$ cat src/rtl/uhb_pkg.sv
// Types, constants and helper functions of the UDP/IPv4 header builder.
package uhb_pkg;

  localparam int MAX_PAYLOAD = 1472;
  localparam int LEN_W = $clog2(MAX_PAYLOAD + 1);

  localparam int QUEUE_DEPTH = 4;
  localparam int QPTR_W = $clog2(QUEUE_DEPTH);
  localparam int QCNT_W = $clog2(QUEUE_DEPTH + 1);

  // Configuration register indexes.
  localparam logic [1:0] REG_SOURCE_ADDRESS = 2'd0;
  localparam logic [1:0] REG_DEST_ADDRESS = 2'd1;
  localparam logic [1:0] REG_SOURCE_PORT = 2'd2;
  localparam logic [1:0] REG_DEST_PORT = 2'd3;

  localparam logic [7:0] IPV4_VER_IHL = 8'h45;
  localparam logic [7:0] IPV4_TTL = 8'd64;
  localparam logic [7:0] UDP_PROTOCOL = 8'd17;
  localparam logic [15:0] UDP_HDR_BYTES = 16'd8;
  localparam logic [15:0] IP_UDP_HDR_BYTES = 16'd28;

  // Checksum steps run 0..SUM_LAST, header words 0..WORD_LAST.
  localparam logic [2:0] SUM_LAST = 3'd4;
  localparam logic [2:0] WORD_LAST = 3'd6;

  typedef struct packed {
    logic [31:0] source_address;
    logic [31:0] dest_address;
    logic [15:0] source_port;
    logic [15:0] dest_port;
  } cfg_t;

  // Everything the back end needs to know about one finished datagram.
  typedef struct packed {
    logic [15:0]      sum;
    logic [15:0]      pad_word;
    logic [LEN_W-1:0] len;
    logic             overflow;
  } desc_t;

  function automatic logic [15:0] oc_add(input logic [15:0] a, input logic [15:0] b);
    logic [16:0] s;
    s = {1'b0, a} + {1'b0, b};
    return s[15:0] + {15'd0, s[16]};
  endfunction

endpackage

$ cat src/rtl/uhb_front.sv
// Front end: counts payload bytes and accumulates the payload checksum.
module uhb_front (
  input  logic                clk,
  input  logic                rst,
  input  logic                accept,
  input  logic [7:0]          payload_byte,
  input  logic                end_of_payload,
  output logic                push,
  output uhb_pkg::desc_t      push_desc
);

  logic [15:0]              running_sum, running_sum_next;
  logic [7:0]               pending_high_byte, pending_high_byte_next;
  logic                     odd_byte_waiting, odd_byte_waiting_next;
  logic [uhb_pkg::LEN_W-1:0] payload_length, payload_length_next;
  logic                     overflow_seen, overflow_seen_next;

  always_comb begin
    running_sum_next = running_sum;
    pending_high_byte_next = pending_high_byte;
    odd_byte_waiting_next = odd_byte_waiting;
    payload_length_next = payload_length;
    overflow_seen_next = overflow_seen;
    if (payload_length < uhb_pkg::LEN_W'(uhb_pkg::MAX_PAYLOAD)) begin
      payload_length_next = payload_length + 1'b1;
      if (odd_byte_waiting) begin
        running_sum_next = uhb_pkg::oc_add(running_sum, {pending_high_byte, payload_byte});
        pending_high_byte_next = 8'd0;
        odd_byte_waiting_next = 1'b0;
      end else begin
        pending_high_byte_next = payload_byte;
        odd_byte_waiting_next = 1'b1;
      end
    end else begin
      overflow_seen_next = 1'b1;
    end
  end

  assign push = accept && end_of_payload;

  always_comb begin
    push_desc.sum = running_sum_next;
    push_desc.pad_word = odd_byte_waiting_next ? {pending_high_byte_next, 8'd0} : 16'd0;
    push_desc.len = payload_length_next;
    push_desc.overflow = overflow_seen_next;
  end

  always_ff @(posedge clk) begin
    if (rst || push) begin
      running_sum <= '0;
      pending_high_byte <= '0;
      odd_byte_waiting <= 1'b0;
      payload_length <= '0;
      overflow_seen <= 1'b0;
    end else if (accept) begin
      running_sum <= running_sum_next;
      pending_high_byte <= pending_high_byte_next;
      odd_byte_waiting <= odd_byte_waiting_next;
      payload_length <= payload_length_next;
      overflow_seen <= overflow_seen_next;
    end
  end

endmodule

$ cat src/rtl/uhb_queue.sv
// Short descriptor queue between the byte front end and the header back end.
module uhb_queue (
  input  logic           clk,
  input  logic           rst,
  input  logic           push,
  input  uhb_pkg::desc_t push_desc,
  input  logic           pop,
  output logic           head_valid,
  output uhb_pkg::desc_t head_desc,
  output logic           full
);

  uhb_pkg::desc_t entries [uhb_pkg::QUEUE_DEPTH];
  logic [uhb_pkg::QPTR_W-1:0] wr_ptr, rd_ptr;
  logic [uhb_pkg::QCNT_W-1:0] count;

  assign head_valid = (count != '0);
  assign full = (count == uhb_pkg::QCNT_W'(uhb_pkg::QUEUE_DEPTH));
  assign head_desc = entries[rd_ptr];

  always_ff @(posedge clk) begin
    if (push) begin
      entries[wr_ptr] <= push_desc;
    end
  end

  always_ff @(posedge clk) begin
    if (rst) begin
      wr_ptr <= '0;
      rd_ptr <= '0;
      count <= '0;
    end else begin
      if (push) begin
        wr_ptr <= wr_ptr + 1'b1;
      end
      if (pop) begin
        rd_ptr <= rd_ptr + 1'b1;
      end
      if (push && !pop) begin
        count <= count + 1'b1;
      end else if (pop && !push) begin
        count <= count - 1'b1;
      end
    end
  end

endmodule

$ cat src/rtl/uhb_back.sv
// Back end: finishes the UDP checksum and sends the seven header words.
module uhb_back (
  input  logic           clk,
  input  logic           rst,
  input  uhb_pkg::cfg_t  cfg,
  input  logic           head_valid,
  input  uhb_pkg::desc_t head_desc,
  output logic           pop,
  output logic [31:0]    header_word,
  output logic           last_word,
  output logic           too_long,
  output logic           out_valid,
  input  logic           out_stall
);

  logic           busy;
  logic [2:0]     sum_step;
  logic           sum_done;
  logic [2:0]     word_idx;
  uhb_pkg::desc_t cur;
  logic [15:0]    csum;

  logic [15:0] udp_len, total_len, check, op_a, op_b;
  logic [31:0] word_sel;
  logic        out_free, emit, finish;

  assign udp_len = 16'(cur.len) + uhb_pkg::UDP_HDR_BYTES;
  assign total_len = 16'(cur.len) + uhb_pkg::IP_UDP_HDR_BYTES;
  // A checksum that comes out as zero is sent as all ones.
  assign check = (~csum == 16'd0) ? 16'hFFFF : ~csum;

  always_comb begin
    case (sum_step)
      3'd0: begin
        op_a = cur.pad_word;
        op_b = cfg.source_address[31:16];
      end
      3'd1: begin
        op_a = cfg.source_address[15:0];
        op_b = cfg.dest_address[31:16];
      end
      3'd2: begin
        op_a = cfg.dest_address[15:0];
        op_b = {8'd0, uhb_pkg::UDP_PROTOCOL};
      end
      3'd3: begin
        op_a = udp_len;
        op_b = cfg.source_port;
      end
      3'd4: begin
        op_a = cfg.dest_port;
        op_b = udp_len;
      end
      default: begin
        op_a = 16'd0;
        op_b = 16'd0;
      end
    endcase
  end

  always_comb begin
    case (word_idx)
      3'd0: word_sel = {uhb_pkg::IPV4_VER_IHL, 8'd0, total_len};
      3'd1: word_sel = 32'd0;
      3'd2: word_sel = {uhb_pkg::IPV4_TTL, uhb_pkg::UDP_PROTOCOL, 16'd0};
      3'd3: word_sel = cfg.source_address;
      3'd4: word_sel = cfg.dest_address;
      3'd5: word_sel = {cfg.source_port, cfg.dest_port};
      default: word_sel = {udp_len, check};
    endcase
  end

  assign out_free = !out_valid || !out_stall;
  // The last word waits for the checksum; the others go out right away.
  assign emit = busy && out_free && ((word_idx != uhb_pkg::WORD_LAST) || sum_done);
  assign finish = emit && (word_idx == uhb_pkg::WORD_LAST);
  assign pop = head_valid && (!busy || finish);

  always_ff @(posedge clk) begin
    if (rst) begin
      busy <= 1'b0;
      sum_step <= '0;
      sum_done <= 1'b0;
      word_idx <= '0;
    end else if (pop) begin
      busy <= 1'b1;
      sum_step <= '0;
      sum_done <= 1'b0;
      word_idx <= '0;
    end else begin
      if (finish) begin
        busy <= 1'b0;
      end
      if (busy && !sum_done) begin
        sum_step <= sum_step + 1'b1;
        if (sum_step == uhb_pkg::SUM_LAST) begin
          sum_done <= 1'b1;
        end
      end
      if (emit) begin
        word_idx <= word_idx + 1'b1;
      end
    end
  end

  always_ff @(posedge clk) begin
    if (pop) begin
      cur <= head_desc;
      csum <= head_desc.sum;
    end else if (busy && !sum_done) begin
      csum <= uhb_pkg::oc_add(uhb_pkg::oc_add(csum, op_a), op_b);
    end
  end

  always_ff @(posedge clk) begin
    if (rst) begin
      out_valid <= 1'b0;
    end else if (out_free) begin
      out_valid <= emit;
    end
  end

  always_ff @(posedge clk) begin
    if (emit) begin
      header_word <= word_sel;
      last_word <= (word_idx == uhb_pkg::WORD_LAST);
      too_long <= cur.overflow;
    end
  end

endmodule

$ cat src/rtl/udp_ipv4_header_builder.sv
// Top level of the UDP/IPv4 header builder: configuration registers and datapath.
//
// Input channel: one UDP payload byte per transfer (payload_byte), with
// end_of_payload set on the last byte of a datagram. Bytes are taken one per
// cycle; in_stall rises only while four finished datagrams wait for headers.
// Output channel: for each datagram, seven 32-bit header words in network
// order (five IPv4 words, then two UDP words); last_word marks the seventh,
// and too_long is set on all seven if bytes beyond the maximum were dropped.
// After the last byte's transfer, its descriptor is written into the queue,
// then loaded into the header engine, and the first word is then registered
// onto the output. With the receiver never stalling, headers go out back to
// back, one word per cycle; the next datagram loads in the cycle of the
// previous last word. The UDP checksum is completed by a ones-complement
// adder chain that adds two 16-bit terms per cycle, hidden behind the first
// six words.
// When the receiver stalls, the output word holds and the header engine
// waits; incoming bytes keep flowing until the datagram queue fills.
// Reset clears the configuration registers, the running byte count and
// checksum, the queue and the output valid. The user must write configuration via
// cfg_write, cfg_index and cfg_data while idle; the block does not enforce this.
module udp_ipv4_header_builder (
  input  logic        clk,
  input  logic        rst,
  input  logic        in_valid,
  output logic        in_stall,
  input  logic [7:0]  payload_byte,
  input  logic        end_of_payload,
  output logic        out_valid,
  input  logic        out_stall,
  output logic [31:0] header_word,
  output logic        last_word,
  output logic        too_long,
  input  logic        cfg_write,
  input  logic [1:0]  cfg_index,
  input  logic [31:0] cfg_data
);

  uhb_pkg::cfg_t  cfg;
  uhb_pkg::desc_t push_desc, head_desc;
  logic           push, pop, head_valid, full, accept;

  always_ff @(posedge clk) begin
    if (rst) begin
      cfg <= '0;
    end else if (cfg_write) begin
      case (cfg_index)
        uhb_pkg::REG_SOURCE_ADDRESS: cfg.source_address <= cfg_data;
        uhb_pkg::REG_DEST_ADDRESS: cfg.dest_address <= cfg_data;
        uhb_pkg::REG_SOURCE_PORT: cfg.source_port <= cfg_data[15:0];
        uhb_pkg::REG_DEST_PORT: cfg.dest_port <= cfg_data[15:0];
        default: ;
      endcase
    end
  end

  assign in_stall = full;
  assign accept = in_valid && !in_stall;

  uhb_front u_front (
    .clk            (clk),
    .rst            (rst),
    .accept         (accept),
    .payload_byte   (payload_byte),
    .end_of_payload (end_of_payload),
    .push           (push),
    .push_desc      (push_desc)
  );

  uhb_queue u_queue (
    .clk        (clk),
    .rst        (rst),
    .push       (push),
    .push_desc  (push_desc),
    .pop        (pop),
    .head_valid (head_valid),
    .head_desc  (head_desc),
    .full       (full)
  );

  uhb_back u_back (
    .clk         (clk),
    .rst         (rst),
    .cfg         (cfg),
    .head_valid  (head_valid),
    .head_desc   (head_desc),
    .pop         (pop),
    .header_word (header_word),
    .last_word   (last_word),
    .too_long    (too_long),
    .out_valid   (out_valid),
    .out_stall   (out_stall)
  );

endmodule

$ cat config.mk
export PLATFORM = sky130hd
export DESIGN_NAME = udp_ipv4_header_builder
export DESIGN_NICKNAME = d
export VERILOG_FILES = /design/src/rtl/uhb_pkg.sv /design/src/rtl/uhb_front.sv /design/src/rtl/uhb_queue.sv /design/src/rtl/uhb_back.sv /design/src/rtl/udp_ipv4_header_builder.sv
export SDC_FILE = /design/constraint.sdc
export NUM_CORES = 1
export LEC_CHECK = 0
export BUFFER_PORTS_ARGS = -buffer_cell sky130_fd_sc_hd__clkbuf_2
export CELL_PAD_IN_SITES_DETAIL_PLACEMENT = 0
export CELL_PAD_IN_SITES_GLOBAL_PLACEMENT = 2
export CORE_MARGIN = 3
export CORE_UTILIZATION = 30
export DETAILED_ROUTE_END_ITERATION = 6
export GPL_TIMING_DRIVEN = 1
export PLACE_DENSITY = 0.72
export RECOVER_POWER = 25
export SLEW_MARGIN = 40
export SYNTH_ARGS = -nofsm -noshare
export SYNTH_HDL_FRONTEND = slang
export SYNTH_SLANG_ARGS = --single-unit
$ cat constraint.sdc
create_clock -name clk -period 22.8 [get_ports clk]
set_input_delay 2.28 -clock clk [delete_from_list [all_inputs] [get_ports clk]]
set_output_delay 2.28 -clock clk [all_outputs]
set_load 0.02 [all_outputs]
======== After elaboration in Yosys (flattened, before gate mapping) ========
Memories as Yosys holds them, arrays and structs flattened. A register that Yosys moved wholly into a read port is not among the register bits.
Cells that the tools add are included.
word-level totals
  memories kept ........................... 1
  bits of input ports ..................... 48
  register bits after elaboration ......... 227
  RAM bits ................................ 176
operators by class
  multiplexer cells ....................... 23
  equality and inequality tests ........... 15
  $add $sub $neg .......................... 15
  reductions and logical operators ........ 34
  bitwise operators ....................... 1
  magnitude comparators ................... 1
memory list
  name             depth  bits a word  read ports  clocked after memory_dff  wr ports  line             RTL
  u_queue.entries  4      44           1           1                         1         uhb_queue.sv:13  uhb_pkg::desc_t entries [uhb_pkg::QUEUE_DEPTH];
operators by type and width
  operator                 number
  $pmux W32 S6             1
  $pmux W16 S5             2
  $mux W16                 6
  $add A16 B16 Y17         3
  $add A16 B1 Y16          3
  $logic_not A16 Y1        1
  $mux W8                  2
  $not A16 Y16             1
  $eq A3 B3 Y1 const B     5
  $add A11 B4 Y12 const B  1
  $add A11 B5 Y12 const B  1
  $eq A3 B2 Y1 const B     4
  $add A11 B1 Y11 const B  1
  $lt A11 B11 Y1 const B   1
  $mux W11                 1
  $reduce_and A2 Y1        5
  $add A3 B1 Y3 const B    3
  $logic_and A1 B1 Y1      9
  $logic_not A1 Y1         7
  $mux W1                  7
  $eq A3 B1 Y1 const B     2
  $logic_not A3 Y1         2
  $mux W3                  2
  $reduce_bool A2 Y1       3
  other kinds (10)         16

======== Depth between registers and ports, before layout ========
  word-level depth ........................ 10
  gate-level depth with buffers ........... 41
  mapped depth without buffers ............ 39

======== Hierarchy ========
Synthesis repeated with hierarchy kept, for this count alone.
second synthesis, totals
  cell total of the unflattened synthesis .. 1775
  area total of the unflattened synthesis .. 20953.8 um2
modules (own cells, without submodules)
  module                   cells each  area each (um2)  instances  sequential area each (um2)
  uhb_back                 735         7081.8           1          2522.4
  uhb_queue                274         6837.8           1          5465.2
  udp_ipv4_header_builder  351         3883.7           1          1921.8
  uhb_front                415         3150.5           1          740.7

======== Least setup slack after synthesis ========
Ideal clock, no wire load.
  path kind ............................... reg-to-reg
  start point ............................. register u_back.sum_step[0]
  end point ............................... register u_back.csum[14] (data pin)
  arrival time ............................ 6.905 ns
  path slack .............................. 15.635 ns
  required time ........................... 22.540 ns
  setup time .............................. 0.260 ns
  cell stages (with the launch flop) ...... 42
  buffers on the path ..................... 2
  path through ............................ dfxtp_1 -> inv_1 -> ha_1 -> nor2b_1 -> clkbuf_1 -> buf_1 -> a22oi_1 -> nand2_1 -> ha_1 -> inv_1 -> fa_1 -> nor2b_4 -> o31a_1 -> o31a_1 -> o2111ai_1 -> nand2_1 -> a21o_1 -> a21o_1 -> (+6 left out) -> nor3_1 -> nand3_1 -> xnor2_1 -> ha_1 -> nand2_1 -> o21ai_0 -> a21oi_1 -> a211o_1 -> nor2b_1 -> o21ai_0 -> nand2b_1 -> ha_1 -> ha_1 -> and4_1 -> nand3_1 -> nor3_1 -> xnor2_1 -> mux2_2
between the ends
  longest elaborated chain between the ends .. 8
  elaborated cells on any way between the ends .. 13
  classes of those cells .................. add/sub (4); eq/ne (4); mux (4); reduce/logical (1)
ends and longest elaborated chain
  item                                  line             RTL
  start: declaration                    uhb_back.sv:17   logic [2:0] sum_step;
  start signal: assignment              uhb_back.sv:95   sum_step <= sum_step + 1'b1;
  $eq A3 B3 Y1 (tied with other cells)  uhb_back.sv:33   case (sum_step)
  $pmux W16 S5                          uhb_back.sv:33
  $add A16 B16 Y17                      uhb_pkg.sv:44    s = {1'b0, a} + {1'b0, b};
  $add A16 B1 Y16                       uhb_pkg.sv:45    return s[15:0] + {15'd0, s[16]};
  $add A16 B16 Y17 *                    uhb_pkg.sv:44
  $add A16 B1 Y16 *                     uhb_pkg.sv:45
  $mux W16 *                            uhb_back.sv:110  end else if (busy && !sum_done) begin
  $mux W16 *                            uhb_back.sv:107  if (pop) begin
  end signal: assignment                uhb_back.sv:109  csum <= head_desc.sum;
  end signal: assignment                uhb_back.sv:111  csum <= uhb_pkg::oc_add(uhb_pkg::oc_add(csum, op_a), op_b);
  end: declaration                      uhb_back.sv:21   logic [15:0] csum;
Every way passes the cells marked *; elsewhere a longest branch is shown, timed or not. The select of a mux whose other input is x is not followed.
A chain may end at the register's enable or synchronous reset.

======== Worst setup path in the final report ========
  start point ............................. register u_back.sum_step[0]
  end point ............................... register u_back.csum[12] (data pin)
The elaborated chain is that of the path after synthesis.

==> run_results.csv <==
group,metric,value,unit
worst_setup_path,regToRegEndpoint,"u_back.csum[12]",
drt,drtAntennaViolNets,0,
finish,post_layout_nonfiller_instances,2568,
finish,final_common_cell,"nand2_1",
grt,grt_overflow,0,
floorplanning,die_area,63600,sq um
worst_setup_path,start_kind,"register",
floorplanning,rows,89,
worst_setup_path,critPathMostFrequentCell,"ha_1",
clock_tree,cts_made_buffers,40,
timing,whs,0.437,ns
drt,num_vias,13500,
place,gp_congestion,0.882,
worst_setup_path,crit_type,"register to register",
worst_setup_path,slowest_stage,"and2_1",
timing,rsz0062_at_grt,"no",
clock_tree,hold_buffers,0,
finish,fin_nets,1889,
floorplanning,ios,84,
grt,grt_pass1_vias,13100,
yosys,ys_top_cells_by_area,"edfxtp_1 (35%), dfxtp_1 (17%), nand2_1 (6.4%), ha_1 (5.1%), mux4_2 (4.5%)",
power,clockPowerShare,22.3,%
grt,grt_pass1_wl,81000,um
drt,remaining_drc_errors,3,
run_status,status,"finished with violations",
power,power.density,139,nW/um^2
finish,drive_gt1_share,12.9,%
drt,drt-initial-drc-count,1457,
power,power_frac_seq,32.9,%
clock_tree,cts_max_path_buffers,3,
timing,final.setup.worst_slack,14.38,ns
drt,firstDrtPassIters,7,
worst_setup_path,r2r_setup_slack,14.38,ns
yosys,netlist_instances,1711,
place,hpwl,38800,um
drt,met2_length,24600,um
timing,min_period,8.42,ns
yosys,synth.avg_cell_area,10.6,sq um
worst_setup_path,arrival,8.72,ns
clock_tree,clock_sinks,365,
yosys,ys_seq_elements,365,
place,place_area,19400,sq um
timing,slew_violations,153,
finish,diodes,0,
finish,layout_common_cells,"nand2_1 (308), edfxtp_1 (214), a21oi_1 (155), dfxtp_1 (150), o21ai_0 (75)",
power,power.total,2.88,mW
clock_tree,post_cts_buffers,0,
finish,areaGrowthSynthToFinish,13.9,%
yosys,yosys.area_share.adder,5.53,%
worst_setup_path,end_kind,"register",
drt,top_layer,"met4",
drt,totalWireLength,53600,um
yosys,yosysUniqueCellTypes,72,
hold_path,hold_start,"u_back.cur[0]",
worst_setup_path,slowest_delay,0.63,ns
yosys,synthFlopType,"edfxtp_1",
grt,track_usage,16.6,%
clock_tree,cts_tree,"yes",
floorplanning,die_w,252,um
yosys,synth_compound_area_share,15.0,%
drt,wl_met1,24400,um
worst_setup_path,required,23.11,ns
clock_tree,clk_pin_slew,0.06,ns
hold_path,hold_depth,0,
finish,design_area,20700,sq um
grt,grt_max_degree,76,
yosys,synth_edf_count,214,
yosys,synth.area.mux_share,5.62,%
yosys,yosysTopAreaCell,"edfxtp_1",
grt,antenna_found_initial,0,
clock_tree,cts-htree-levels,2,
yosys,synth_top_family_by_area,"compound AO/OA/AOI/OAI gates",
yosys,yosysSeqAreaShare,52.0,%
drt,routed_via_density,5.25,
drt,wl_met3,2770,um
clock_tree,clkLatencyLatePin,0.57,ns
power,switching_power,1.16,mW
hold_path,hp-class,"register to register",
worst_setup_path,timing.rr.start,"u_back.sum_step[0]",
yosys,yosys_warnings,0,
place,dpl.cell_count,2494,
yosys,synth_top_area_share,35.3,%
yosys,synth_simple_gate_area_share,13.4,%
timing,worst_pin_slew,3.10,ns
power,switching_share,40.4,%
timing,clock.fmax,119,MHz
timing,fin_skew,0.0169,ns
finish,fin_util,34.8,%
place,numPortBuffers,83,
place,pre_cts_ws,14.55,ns
power,p_int,1.72,mW
worst_setup_path,path_max_fanout,15,
drt,wl_per_cell,20.9,um
power,combPwrFrac,44.8,%
yosys,syn-cell-area,18200,sq um
timing,setup_violations,0,
floorplanning,start_util,30.6,%
yosys,async_flop_share,0,%
clock_tree,ctsResizeCount,0,
timing,setup_tns,0,ns
yosys,synth_xor_area_share,5.62,%
yosys,synth.net_count,1837,
hold_path,hold_path_end,"u_back.too_long",
run_status,violations,"DRC, capacitance limit, slew limit",
timing,slew_headroom,-107,%
power,max-vdd-ir-drop,74.0,uV
worst_setup_path,r2r_cells,39,
power,p_leak,7.49,nW
timing,fin_crit_sh,36.9,%
timing,hold_viol,0,
floorplanning,die_h,252,um
clock_tree,root_buffer,"clkbuf_16",
job,drv_cap,4,
floorplanning,core,59500,sq um
-- power groups by stage --
stage,registers [mW],logic [mW],clock network [mW]
2_1_floorplan,0.939,0.888,0
3_3_place_gp,0.959,1.27,0
3_5_place_dp,0.959,1.28,0
4_1_cts,0.945,1.29,0.659
5_1_grt,0.956,1.42,0.683
6_report,0.948,1.29,0.642
-- critical path, delay by kind of cell (launching register included) --
kind	cells	cell delay [ns]
xor+xnor	2	0.26
flops	1	0.35
compound gates	13	2.35
buf+inv	2	0.16
simple gates	13	2.67
mux	1	0.27
fa+ha+maj	8	2.12
-- metal layers --
metal / vias to the layer above / GRT usage, %
li1: 6418 / -
met1: 6561 / 22.8
met2: 418 / 26.9
met3: 87 / 2.34
met4: 0 / 6.21
met5: - / 0
-- cells by family (layout without fill, tap and decap cells) --
kind of cell,Yosys count,in the layout
buffers and inverters,140,224
muxes,55,55
AOI/OAI and AO/OA,415,415
adders and majority gates,78,78
DFF,365,365
xor gates and xnor gates,115,115
and+or+nand+nor,543,543
-- cells in the mapped netlist, types with 4 or more instances --
| master | instances |
|---|---|
| edfxtp_1 | 214 |
| nor2b_1 | 15 |
| a32oi_1 | 9 |
| xnor2_1 | 68 |
| mux2_2 | 16 |
| or2_2 | 4 |
| clkbuf_1 | 87 |
| nand2_1 | 308 |
| a22oi_1 | 24 |
| o21ai_0 | 75 |
| buf_1 | 9 |
| mux4_2 | 36 |
| nor3b_1 | 11 |
| xor2_1 | 46 |
| inv_1 | 43 |
| a21oi_1 | 157 |
| nand4_1 | 15 |
| a22o_1 | 13 |
| nand3b_1 | 4 |
| or3_1 | 5 |
| a221oi_1 | 8 |
| nand2b_1 | 10 |
| fa_1 | 4 |
| nand3_1 | 21 |
| o21a_1 | 10 |
| and3_1 | 21 |
| a21o_1 | 18 |
| ha_1 | 74 |
| nor2_1 | 76 |
| o2111ai_1 | 4 |
| dfxtp_1 | 151 |
| nor3_1 | 25 |
| a222oi_1 | 45 |
| a211oi_1 | 8 |
| and2_1 | 15 |
| a31oi_1 | 8 |
-- flip-flops by register name, indices dropped and copies added, names as in the netlist, named ones only --
signal / flops
cfg: 96
u_queue.count: 3
u_back.sum_step: 3
u_front.odd_byte_waiting: 1
u_front.pending_high_byte: 8
u_back.csum: 16
u_front.payload_length: 11
u_queue.rd_ptr: 2
u_back.last_word: 1
u_front.overflow_seen: 1
u_back.cur: 20
u_front.running_sum: 16
u_back.busy: 1
u_queue.wr_ptr: 2
u_back.out_valid: 1
u_back.header_word: 32
u_back.word_idx: 3
u_back.too_long: 1
u_back.sum_done: 1
u_queue.entries: 144
-- worst max path at each step --
stage | cells after the start | slack, ns | to | from
floorplan | 41 | 15.64 | u_back.csum[14] | u_back.sum_step[0]
global placement | 38 | 14.64 | u_back.csum[14] | u_back.sum_step[2]
detailed placement | 38 | 14.55 | u_back.csum[12] | u_back.sum_step[0]
CTS | 38 | 14.49 | u_back.csum[12] | u_back.sum_step[0]
global route | 39 | 13.52 | u_back.csum[14] | u_back.sum_step[1]
finish | 39 | 14.38 | u_back.csum[12] | u_back.sum_step[0]
-- layout make-up --
| cell class | instances | area [sq um] |
|---|---|---|
| Fill cell | 5991 | 38800 |
| Sequential cell | 365 | 9450 |
| Multi-Input combinational cell | 1206 | 8250 |
| Clock buffer | 52 | 1110 |
| Tap cell | 773 | 967 |
| Timing Repair Buffer | 107 | 566 |
| Clock inverter | 22 | 209 |
| Inverter | 43 | 161 |
No activity file was read; power rests on OpenSTA's default activity.
